**src/design/cmbe_pkg.sv**
```systemverilog
// ----------------------------------------------------------------------------
// cmbe_pkg
// Shared types and constants of the combination enumerator: field widths,
// configuration register indexes and the sequencer states.
// ----------------------------------------------------------------------------
`default_nettype none

package cmbe_pkg;

  localparam int LEN_W   = 5;
  localparam int POS_W   = 4;
  localparam int BASE_W  = 8;
  localparam int VAL_W   = 9;
  localparam int CFG_A_W = 1;

  localparam logic [CFG_A_W-1:0] CFG_POOL_SIZE  = 1'b0;
  localparam logic [CFG_A_W-1:0] CFG_INDEX_BASE = 1'b1;

  localparam logic OP_RESTART = 1'b0;
  localparam logic OP_ADVANCE = 1'b1;

  localparam logic [LEN_W-1:0] POOL_RESET = 5'd16;

  typedef enum logic [2:0] {
    ST_IDLE,
    ST_SCAN,
    ST_CHECK,
    ST_FILL,
    ST_EMIT_RD,
    ST_OUT
  } state_t;

endpackage

`default_nettype wire

```
**src/design/cmbe_store.sv**
```systemverilog
// ----------------------------------------------------------------------------
// cmbe_store
// Index store of the current combination: one write port and one read port
// with registered read data.
// ----------------------------------------------------------------------------
`default_nettype none

module cmbe_store #(
  parameter int DEPTH = 16,
  parameter int AW    = 4,
  parameter int DW    = 4
) (
  input  wire logic          clk,
  input  wire logic          we,
  input  wire logic [AW-1:0] waddr,
  input  wire logic [DW-1:0] wdata,
  input  wire logic [AW-1:0] raddr,
  output logic      [DW-1:0] rdata
);

  logic [DW-1:0] mem [DEPTH];

  always_ff @(posedge clk) begin
    if (we) begin
      mem[waddr] <= wdata;
    end
  end

  always_ff @(posedge clk) begin
    rdata <= mem[raddr];
  end

endmodule

`default_nettype wire

```
**src/design/combination_enumerator.sv**
```systemverilog
// ----------------------------------------------------------------------------
// combination_enumerator
// Lexicographic k-combination generator over a pool of up to MAX_POOL items.
// Restart of length k: k index writes (FILL), then a store read (EMIT_RD)
//   before the first word, then one word per cycle while out_stall is low.
// Advance: a store read (SCAN) and a compare (CHECK) per scanned index, then
//   the refill writes, one per cycle, a store read and the words as above.
// One item at a time; in_stall stays high until its last word is taken.
// Reset: length 0, not exhausted, pool_size 16, index_base 0.
// ----------------------------------------------------------------------------
`default_nettype none

module combination_enumerator #(
  parameter int MAX_POOL = 16
) (
  input  wire logic                          clk,
  input  wire logic                          rst_n,
  input  wire logic                          in_valid,
  output logic                               in_stall,
  input  wire logic                          in_op,
  input  wire logic [cmbe_pkg::LEN_W-1:0]    in_start_length,
  output logic                               out_valid,
  input  wire logic                          out_stall,
  output logic                               out_valid_res,
  output logic      [cmbe_pkg::LEN_W-1:0]    out_comb_length,
  output logic      [cmbe_pkg::POS_W-1:0]    out_position,
  output logic      [cmbe_pkg::VAL_W-1:0]    out_index_value,
  output logic                               out_last,
  input  wire logic                          cfg_valid,
  output logic                               cfg_ready,
  input  wire logic [cmbe_pkg::CFG_A_W-1:0]  cfg_index,
  input  wire logic [cmbe_pkg::BASE_W-1:0]   cfg_data
);

  localparam int IDX_W    = (MAX_POOL > 1) ? $clog2(MAX_POOL) : 1;
  localparam int POOL_CAP = (MAX_POOL > 31) ? 31 : MAX_POOL;
  localparam int LW       = cmbe_pkg::LEN_W;

  cmbe_pkg::state_t state_r, state_nxt;

  logic [LW-1:0]                 pool_size_r;
  logic [cmbe_pkg::BASE_W-1:0]   index_base_r;
  logic [LW-1:0]                 len_r, len_nxt;
  logic                          exhausted_r, exhausted_nxt;
  logic                          ok_r, ok_nxt;
  logic [LW-1:0]                 pos_r, pos_nxt;
  logic [LW-1:0]                 scan_r, scan_nxt;
  logic [IDX_W-1:0]              fill_v_r, fill_v_nxt;

  logic [LW-1:0]    eff_pool;
  logic             we;
  logic [IDX_W-1:0] waddr;
  logic [IDX_W-1:0] raddr;
  logic [IDX_W-1:0] rdata;
  logic             in_fire;
  logic             out_fire;
  logic             below_max;

  assign eff_pool  = (pool_size_r > LW'(POOL_CAP)) ? LW'(POOL_CAP) : pool_size_r;
  assign in_fire   = in_valid && !in_stall;
  assign out_fire  = out_valid && !out_stall;
  assign below_max = (6'(rdata) + 6'(len_r)) < (6'(scan_r) + 6'(eff_pool));
  assign cfg_ready = 1'b1;

  always_ff @(posedge clk) begin
    if (!rst_n) begin
      pool_size_r  <= cmbe_pkg::POOL_RESET;
      index_base_r <= '0;
    end else if (cfg_valid && cfg_ready) begin
      case (cfg_index)
        cmbe_pkg::CFG_POOL_SIZE:  pool_size_r  <= cfg_data[LW-1:0];
        cmbe_pkg::CFG_INDEX_BASE: index_base_r <= cfg_data;
        default: ;
      endcase
    end
  end

  cmbe_store #(
    .DEPTH (MAX_POOL),
    .AW    (IDX_W),
    .DW    (IDX_W)
  ) u_store (
    .clk   (clk),
    .we    (we),
    .waddr (waddr),
    .wdata (fill_v_r),
    .raddr (raddr),
    .rdata (rdata)
  );

  always_ff @(posedge clk) begin
    if (!rst_n) begin
      state_r     <= cmbe_pkg::ST_IDLE;
      len_r       <= '0;
      exhausted_r <= 1'b0;
      ok_r        <= 1'b0;
      pos_r       <= '0;
      scan_r      <= '0;
    end else begin
      state_r     <= state_nxt;
      len_r       <= len_nxt;
      exhausted_r <= exhausted_nxt;
      ok_r        <= ok_nxt;
      pos_r       <= pos_nxt;
      scan_r      <= scan_nxt;
    end
  end

  always_ff @(posedge clk) begin
    fill_v_r <= fill_v_nxt;
  end

  always_comb begin
    state_nxt     = state_r;
    len_nxt       = len_r;
    exhausted_nxt = exhausted_r;
    ok_nxt        = ok_r;
    pos_nxt       = pos_r;
    scan_nxt      = scan_r;
    fill_v_nxt    = fill_v_r;
    we            = 1'b0;
    waddr         = IDX_W'(scan_r);
    raddr         = IDX_W'(pos_r);
    in_stall      = 1'b1;
    out_valid     = 1'b0;

    case (state_r)
      cmbe_pkg::ST_IDLE: begin
        in_stall = 1'b0;
        if (in_fire) begin
          pos_nxt = '0;
          if (in_op == cmbe_pkg::OP_RESTART) begin
            if (in_start_length > eff_pool) begin
              len_nxt       = '0;
              exhausted_nxt = 1'b1;
              ok_nxt        = 1'b0;
              state_nxt     = cmbe_pkg::ST_OUT;
            end else begin
              len_nxt       = in_start_length;
              exhausted_nxt = 1'b0;
              ok_nxt        = 1'b1;
              scan_nxt      = '0;
              fill_v_nxt    = '0;
              state_nxt     = (in_start_length == '0) ? cmbe_pkg::ST_OUT
                                                      : cmbe_pkg::ST_FILL;
            end
          end else if (exhausted_r) begin
            ok_nxt    = 1'b0;
            state_nxt = cmbe_pkg::ST_OUT;
          end else if (len_r != '0) begin
            scan_nxt  = len_r - LW'(1);
            state_nxt = cmbe_pkg::ST_SCAN;
          end else if (eff_pool == '0) begin
            exhausted_nxt = 1'b1;
            ok_nxt        = 1'b0;
            state_nxt     = cmbe_pkg::ST_OUT;
          end else begin
            // grow from the empty combination to length one
            len_nxt    = LW'(1);
            ok_nxt     = 1'b1;
            scan_nxt   = '0;
            fill_v_nxt = '0;
            state_nxt  = cmbe_pkg::ST_FILL;
          end
        end
      end

      cmbe_pkg::ST_SCAN: begin
        raddr     = IDX_W'(scan_r);
        state_nxt = cmbe_pkg::ST_CHECK;
      end

      cmbe_pkg::ST_CHECK: begin
        if (below_max) begin
          ok_nxt     = 1'b1;
          fill_v_nxt = IDX_W'(rdata + IDX_W'(1));
          state_nxt  = cmbe_pkg::ST_FILL;
        end else if (scan_r != '0) begin
          scan_nxt  = scan_r - LW'(1);
          state_nxt = cmbe_pkg::ST_SCAN;
        end else if (len_r >= eff_pool) begin
          len_nxt       = '0;
          exhausted_nxt = 1'b1;
          ok_nxt        = 1'b0;
          state_nxt     = cmbe_pkg::ST_OUT;
        end else begin
          // step to the next length, starting at 0..k
          len_nxt    = len_r + LW'(1);
          ok_nxt     = 1'b1;
          scan_nxt   = '0;
          fill_v_nxt = '0;
          state_nxt  = cmbe_pkg::ST_FILL;
        end
      end

      cmbe_pkg::ST_FILL: begin
        we    = 1'b1;
        waddr = IDX_W'(scan_r);
        if (scan_r == len_r - LW'(1)) begin
          pos_nxt   = '0;
          state_nxt = cmbe_pkg::ST_EMIT_RD;
        end else begin
          scan_nxt   = scan_r + LW'(1);
          fill_v_nxt = fill_v_r + IDX_W'(1);
        end
      end

      cmbe_pkg::ST_EMIT_RD: begin
        raddr     = IDX_W'(pos_r);
        state_nxt = cmbe_pkg::ST_OUT;
      end

      cmbe_pkg::ST_OUT: begin
        out_valid = 1'b1;
        if (out_fire) begin
          raddr = IDX_W'(LW'(pos_r + LW'(1)));
          if (out_last) begin
            state_nxt = cmbe_pkg::ST_IDLE;
          end else begin
            pos_nxt = pos_r + LW'(1);
          end
        end else begin
          raddr = IDX_W'(pos_r);
        end
      end

      default: begin
        state_nxt = cmbe_pkg::ST_IDLE;
      end
    endcase
  end

  assign out_valid_res   = ok_r;
  assign out_comb_length = len_r;
  assign out_position    = pos_r[cmbe_pkg::POS_W-1:0];
  assign out_index_value = (len_r == '0) ? '0
                         : cmbe_pkg::VAL_W'(rdata) + cmbe_pkg::VAL_W'(index_base_r);
  assign out_last        = (len_r == '0) || (pos_r == len_r - LW'(1));

  a_out_blocks_in : assert property (@(posedge clk) disable iff (!rst_n)
    out_valid |-> in_stall)
    else $error("input taken while a word is pending");

  a_accept_busy : assert property (@(posedge clk) disable iff (!rst_n)
    in_fire |=> in_stall)
    else $error("input accepted back to back");

  a_exh_empty : assert property (@(posedge clk) disable iff (!rst_n)
    exhausted_r |-> (len_r == '0))
    else $error("exhausted with nonzero length");

  a_fill_range : assert property (@(posedge clk) disable iff (!rst_n)
    (state_r == cmbe_pkg::ST_FILL) |-> (scan_r < len_r))
    else $error("fill beyond current length");

  a_reject_shape : assert property (@(posedge clk) disable iff (!rst_n)
    (out_valid && !out_valid_res) |-> (out_last && (out_comb_length == '0)))
    else $error("rejected word malformed");

endmodule

`default_nettype wire
```
**config.mk**
```make
export PLATFORM = sky130hd
export DESIGN_NAME = combination_enumerator
export DESIGN_NICKNAME = d
export VERILOG_FILES = /design/src/design/cmbe_pkg.sv /design/src/design/cmbe_store.sv /design/src/design/combination_enumerator.sv
export SDC_FILE = /design/constraint.sdc
export NUM_CORES = 1
export LEC_CHECK = 0
export ABC_AREA = 1
export BUFFER_PORTS_ARGS = -buffer_cell sky130_fd_sc_hd__buf_4
export CAP_MARGIN = 20
export CORE_ASPECT_RATIO = 1.75
export CORE_UTILIZATION = 45
export CTS_BUF_LIST = sky130_fd_sc_hd__clkbuf_8
export DETAILED_ROUTE_END_ITERATION = 12
export HOLD_SLACK_MARGIN = 0.02
export SLEW_MARGIN = 20
export SYNTH_ARGS = -nofsm -noshare
export SYNTH_HDL_FRONTEND = slang
export SYNTH_HIERARCHICAL = 1
export SYNTH_SLANG_ARGS = --single-unit
```
**constraint.sdc**
```tcl
create_clock -name clk -period 4.4 [get_ports clk]
set_clock_uncertainty 0.05 [all_clocks]
set_input_delay 0.66 -clock clk [delete_from_list [all_inputs] [get_ports clk]]
set_output_delay 0.66 -clock clk [all_outputs]
set_load 0.02 [all_outputs]
```
# ---- Word-level counts from Yosys, hierarchy flattened
# Memories as Yosys holds them, arrays and structs flattened. A register that Yosys moved wholly into a read port is not among the register bits.
# Index checks and enable logic that the tools add are counted.
dict set report word_totals {
  ff_bits 37
  ramBits 64
  wordCells 152
  n_memories 1
}
# memory words word_bits read_ports rd_clocked_by_memory_dff wr line
set mem_list {}
lappend mem_list {u_store.mem 16 4 1 1 1 cmbe_store.sv:21} ;# logic [DW-1:0] mem [DEPTH];
dict set report classes {
  addsub 10
  n_lt_le_gt_ge 4
  n_eq_ne 25
  muxes 80
  bitwise 1
  n_reduce_logical 22
}
# operator n
set ops {}
lappend ops {{5-bit 2-to-1 mux} 24}
lappend ops {{4-bit 2-to-1 mux} 11}
lappend ops {{3-bit 2-to-1 mux} 13}
lappend ops {{5-bit case mux with 3 select lines} 2}
lappend ops {{1-bit 2-to-1 mux} 23}
lappend ops {{3-bit inequality test (second input constant)} 7}
lappend ops {{2-bit inequality test (second input constant)} 9}
lappend ops {{3-bit case mux with 6 select lines} 1}
lappend ops {{5-bit by 1-bit adder with 5-bit output (second input constant)} 3}
lappend ops {{5-bit zero test} 3}
lappend ops {{4-bit case mux with 3 select lines} 1}
lappend ops {{5-bit equality test} 2}
lappend ops {{5-bit case mux with 2 select lines} 1}
lappend ops {{5-bit AND reduction} 2}
lappend ops {{5-bit nonzero test} 2}
lappend ops {{5-bit by 1-bit subtractor with 5-bit output (second input constant)} 2}
lappend ops {{4-bit by 8-bit adder with 9-bit output} 1}
lappend ops {{9-bit 2-to-1 mux} 1}
lappend ops {{9-bit AND reduction} 1}
lappend ops {{4-bit by 1-bit adder with 4-bit output (second input constant)} 2}
lappend ops {{4-bit inequality test (second input constant)} 2}
lappend ops {{4-bit case mux with 2 select lines} 1}
lappend ops {{4-bit AND reduction} 2}
lappend ops {{8-bit AND reduction} 1}
lappend ops {{other kinds (19)} 25}

# ---- Depth between registers and ports, before layout
dict set report logic_depth {
  ltp_word 9
  mapped_depth 21
}

# ---- Modules after synthesis
# The synthesis kept the hierarchy.
# mod instances cells_each area_each_um2 seq_area_each_um2
set by_module_without_submodules {}
lappend by_module_without_submodules {combination_enumerator 1 561 3679.8 780.7}
lappend by_module_without_submodules {cmbe_store 1 290 2966.6 2001.9}

# ---- Least setup slack after synthesis
# No wires, ideal clock.
dict set report synth_path {
  path_kind {register -> register}
  start {register len_r[0] (netlist: out_comb_length[0])}
  end {register fill_v_r[0] (enable)}
  setup_time_ns 0.361
  arrival_time_ns 2.793
  path_slack_ns 1.196
  path_stages_with_launch 14
  n_path_buf 0
  period_less_slack_ns 3.204
  path_cell_list {dfxtp_1 > ha_1 > inv_1 > fa_1 > o21ai_0 > xor2_1 > ha_1 > nand2_1 > nor2_1 > nor2_1 > nand2_1 > nand2_1 > nand3_1 > nor3_1}
}
dict set report synth_between {
  elab_chain_cells 4
  word_cells_on_any_way 11
  cone_classes {add/sub: 2; order compare: 2; eq/ne: 5; reduce/logical: 2}
}
# item line
set synth_rtl {}
lappend synth_rtl {{start: declaration} combination_enumerator.sv:43} ;# logic [LW-1:0] len_r, len_nxt;
lappend synth_rtl {{start signal: assignment} combination_enumerator.sv:101} ;# len_r <= len_nxt;
lappend synth_rtl {{4-bit by 5-bit adder with 6-bit output or 5-bit by 1-bit subtractor with 5-bit output (tied branches)} {combination_enumerator.sv:62, combination_enumerator.sv:199}}
lappend synth_rtl {{6-bit less-than comparator or 5-bit equality test (tied branches)} {combination_enumerator.sv:62, combination_enumerator.sv:199}}
lappend synth_rtl {{3-bit inequality test (no line) or 2-bit inequality test (tied branches)} --}
lappend synth_rtl {{9-bit AND reduction (no line) (*)} --}
lappend synth_rtl {{end signal: assignment} combination_enumerator.sv:110} ;# fill_v_r <= fill_v_nxt;
lappend synth_rtl {{end: declaration} combination_enumerator.sv:48} ;# logic [IDX_W-1:0] fill_v_r, fill_v_nxt;
# Mark *: on every way between the ends. The rest lies on a longest branch, timed or not.
# A chain may end at the register's enable or synchronous reset.

# ---- Worst setup path after layout
dict set report layout_path {
  start {register len_r[2] (netlist: out_comb_length[2])}
  end {register fill_v_r[2] (enable)}
}
# Same word-level chain as after synthesis.

==> results.txt <==
----------------------------------------------------
[Power and ir drop]
  Net load switching power ... 2.22 mW
  Overall Power ... 4.55 mW
  Power share of the clock group ... 12.7%
  Sequential power share ... 34.1%
  Share of power burned in combinational logic ... 53.2%
  Power density over cell area ... 630 nW/um^2
  Leakage power of the design ... 3.40 nW
  Proportion of total power due to net switching ... 48.9%
  P_int ... 2.32 mW
  IR drop worst, VDD ... 0.306 mV

[Synth]
  Warnings from Yosys ... 6
  Synth async-reset ratio ... 0%
  Area of the mapped netlist ... 6650 sq um
  Syn Nets ... 909
  Sequential-to-total area share from yosys stat ... 41.9%
  Area contributors post-synth ... edfxtp_1, nand2_1, dfxtp_1
  Flip-flop and latch count after synthesis ... 105
  Number of enable flip-flop cells after synthesis ... 68
  Count of different cell masters after synthesis ... 46
  Post-synth top flop ... edfxtp_1
  Cell count after synthesis ... 851
  Post-synth top area share ... 30.7%
  Mean Syn Cell Area ... 7.81 sq um
  Synth area leader ... edfxtp_1

[Drt]
  Overall routed net length ... 17.5 mm
  Count of antenna-violating nets left after detailed routing ... 0
  Mean number of vias per cell ... 5.32
  Post-DR wirelength/cell ... 16.4 microns
  Number of remaining DRC errors ... 0
  First drt pass iteration count ... 5
  Total via count in the routed design ... 5693
  First DRT Iteration DRCs ... 324

[Clock network]
  H-tree levels ... 3
  # clock sinks ... 105
  Bufs on Longest Clock Path ... 2
  Clock tree from TritonCTS ... done
  Number of instances resized during post-cts repair ... 0
  Number of buffers created by CTS ... 9
  Clock edge transition at the registers on the reported setup and hold paths ... 0.10 ns
  Hold buffer count at cts ... 0
  Post-CTS setup buffer count ... 0
  Root buffer cell ... clkbuf_8
  Later-pin clock latency in the skew report ... 0.38 ns

[Worst setup path]
  Data required time at the worst endpoint ... 4.37 ns
  Critical Path Start Type ... flip-flop
  Highest net fanout along the worst path ... 13
  Data arrival, critical path ... 3.81 ns
  Critical path capture point type ... flip-flop
  Type of the worst setup path ... flip-flop to flip-flop

[Layout]
  Final Core Density ... 50.2%
  Commonest non-fill, non-tap cell in the layout ... nand2_1
  Synth-to-Final Area Change ... 8.62%
  Final net count ... 943
  Top library cells by usage in the layout, fill and taps aside ... nand2_1, inv_1, nand3_1, nor2_1, edfxtp_1
  Total non-filler cell area in the finished layout ... 7220 sq um
  Ratio of cells with drive above 1 in the final layout ... 11.6%
  Ant diodes ... 0

[Floorplan]
  Total number of placement rows ... 58
  Die span in y ... 163 microns
  Boundary pin count ... 43
  Chip width ... 93.9 microns
  Area of the placeable core ... 14400 sq um
  Die area ... 15300 sq um
  Initial core utilization ... 46.3%

[Global routing]
  Initial antenna violation count ... 0
  Global route overflow ... 0
  Number of global-route vias before repair ... 5471
  Pin count of the biggest net entering global routing ... 33
  GRT Resource Usage Total ... 24.0%
  Global-route wire length before repair ... 27.5 mm

[STA]
  Final-layout setup total negative slack ... 0 ns
  Min Tclk post-route ... 3.84 ns
  Slew Viols, Final ... 0
  Final setup violation count ... 0
  Max-Slew Margin vs Limit ... 36.1%
  Highest clock rate ... 261 MHz
  Hold Fails Final Rpt ... 0
  Final cycle utilization of the critical path ... 87.2%
  Transition time at the pin with the least slew margin ... 0.959 ns
  RSZ-0062 raised after global routing ... false

[Placement]
  Weighted congestion reported at the end of routability-driven placement ... 0.947
  Half-perimeter wire length after placement ... 13.6 mm
  Number of port buffers ... 41
  Post-detailed-placement cell area ... 7040 sq um

[Outcome]
  Result of the run ... finished clean

[Hold path]
  Min-Delay Path Class ... flip-flop to flip-flop

[Job]
  Number of violations of the max-capacitance limit ... 0

----------------------------------------------------
==> flip-flops by register name, summed over array words and instances (netlist names) <==
name             flops
fill_v_r             4
out_comb_length      5
pool_size_r          5
exhausted_r          1
u_store/mem         64
out_valid_res        1
pos_r                5
state_r              3
scan_r               5
index_base_r         8
u_store/rdata        4
==> final cells by class <==
type / count / area (sq um)
fill: 1427 / 7150
sequential: 105 / 2780
tap: 180 / 225
clock inverter: 7 / 58.8
inverter: 140 / 541
multi-input combinational: 583 / 3140
clock buffer: 9 / 124
timing repair buffer: 46 / 345
==> logic make-up after synthesis <==
| group | count (synthesis) | synth area share (%) |
|---|---|---|
| adders and majority gates | 38 | 7.49 |
| DFF | 105 | 41.9 |
| other | 1 | 0.0564 |
| AOI/OAI and AO/OA | 79 | 7.29 |
| buffers and inverters | 163 | 10.9 |
| xor gates and xnor gates | 18 | 2.37 |
| and+or+nand+nor | 447 | 30.0 |
==> through the flow <==
stage | worst slack [ns] | hold WS (ns) | std cells
after floorplan | 1.20 | 0.395 | 851
after global placement | 0.731 | 0.411 | 1054
after detailed placement | 0.595 | 0.421 | 1054
after CTS | 0.569 | 0.437 | 1070
after global routing | 0.287 | 0.465 | 1070
final | 0.562 | 0.433 | 1070
==> Yosys cell counts, types with 4 or more instances <==
library cell,count
buf_6,7
nor2_4,4
o22ai_1,4
nor2_1,92
xor2_1,12
nand3_1,99
a21oi_1,28
o211ai_1,6
o21ai_0,23
nand2_1,210
dfxtp_1,37
nor3_1,8
buf_4,12
nor2_2,4
inv_1,124
o221ai_1,6
ha_1,35
edfxtp_1,68
inv_2,12
nand4_1,12
xnor2_1,6
==> final timing paths <==
path,slack (ns),to,start,cells after the start
max,0.56,fill_v_r[2],out_comb_length[2],14
min,0.43,pool_size_r[0],pool_size_r[0],2
max reg2reg,0.56,fill_v_r[2],out_comb_length[2],14
min reg2reg,0.43,pool_size_r[0],pool_size_r[0],2
==> per-layer routing <==
metal | GRT usage [%] | vias up | part of all wire, %
met4 | 10.8 | 0 | 3.8
met5 | 0 | - | 0
met2 | 46.1 | 159 | 56
met1 | 25.3 | 2653 | 37
met3 | 3.13 | 42 | 3.5
li1 | - | 2839 | -
==> power groups by stage <==
stage                     Sequential [mW]  Combinational (mW)  Clock, mW
after detailed placement             1.58                2.41          0
after global routing                 1.58                2.71      0.628
after floorplan                      1.47                1.83          0
after CTS                            1.55                2.42      0.598
final                                1.55                2.42      0.577
after global placement               1.57                2.39          0
==> critical path, stage by stage (launching register included) <==
cell	delay, ns
dfxtp_1	0.70
ha_1	0.38
nand2_1	0.08
nor2_1	0.04
a211oi_1	0.30
nor2_1	0.07
nor2_1	0.10
nor2_1	0.06
ha_1	0.32
a21o_1	0.16
nor2_1	0.26
nand2_1	0.20
nand2_1	0.14
nand3_1	0.08
nor3_1	0.55
(Power assumes the default switching activity.)
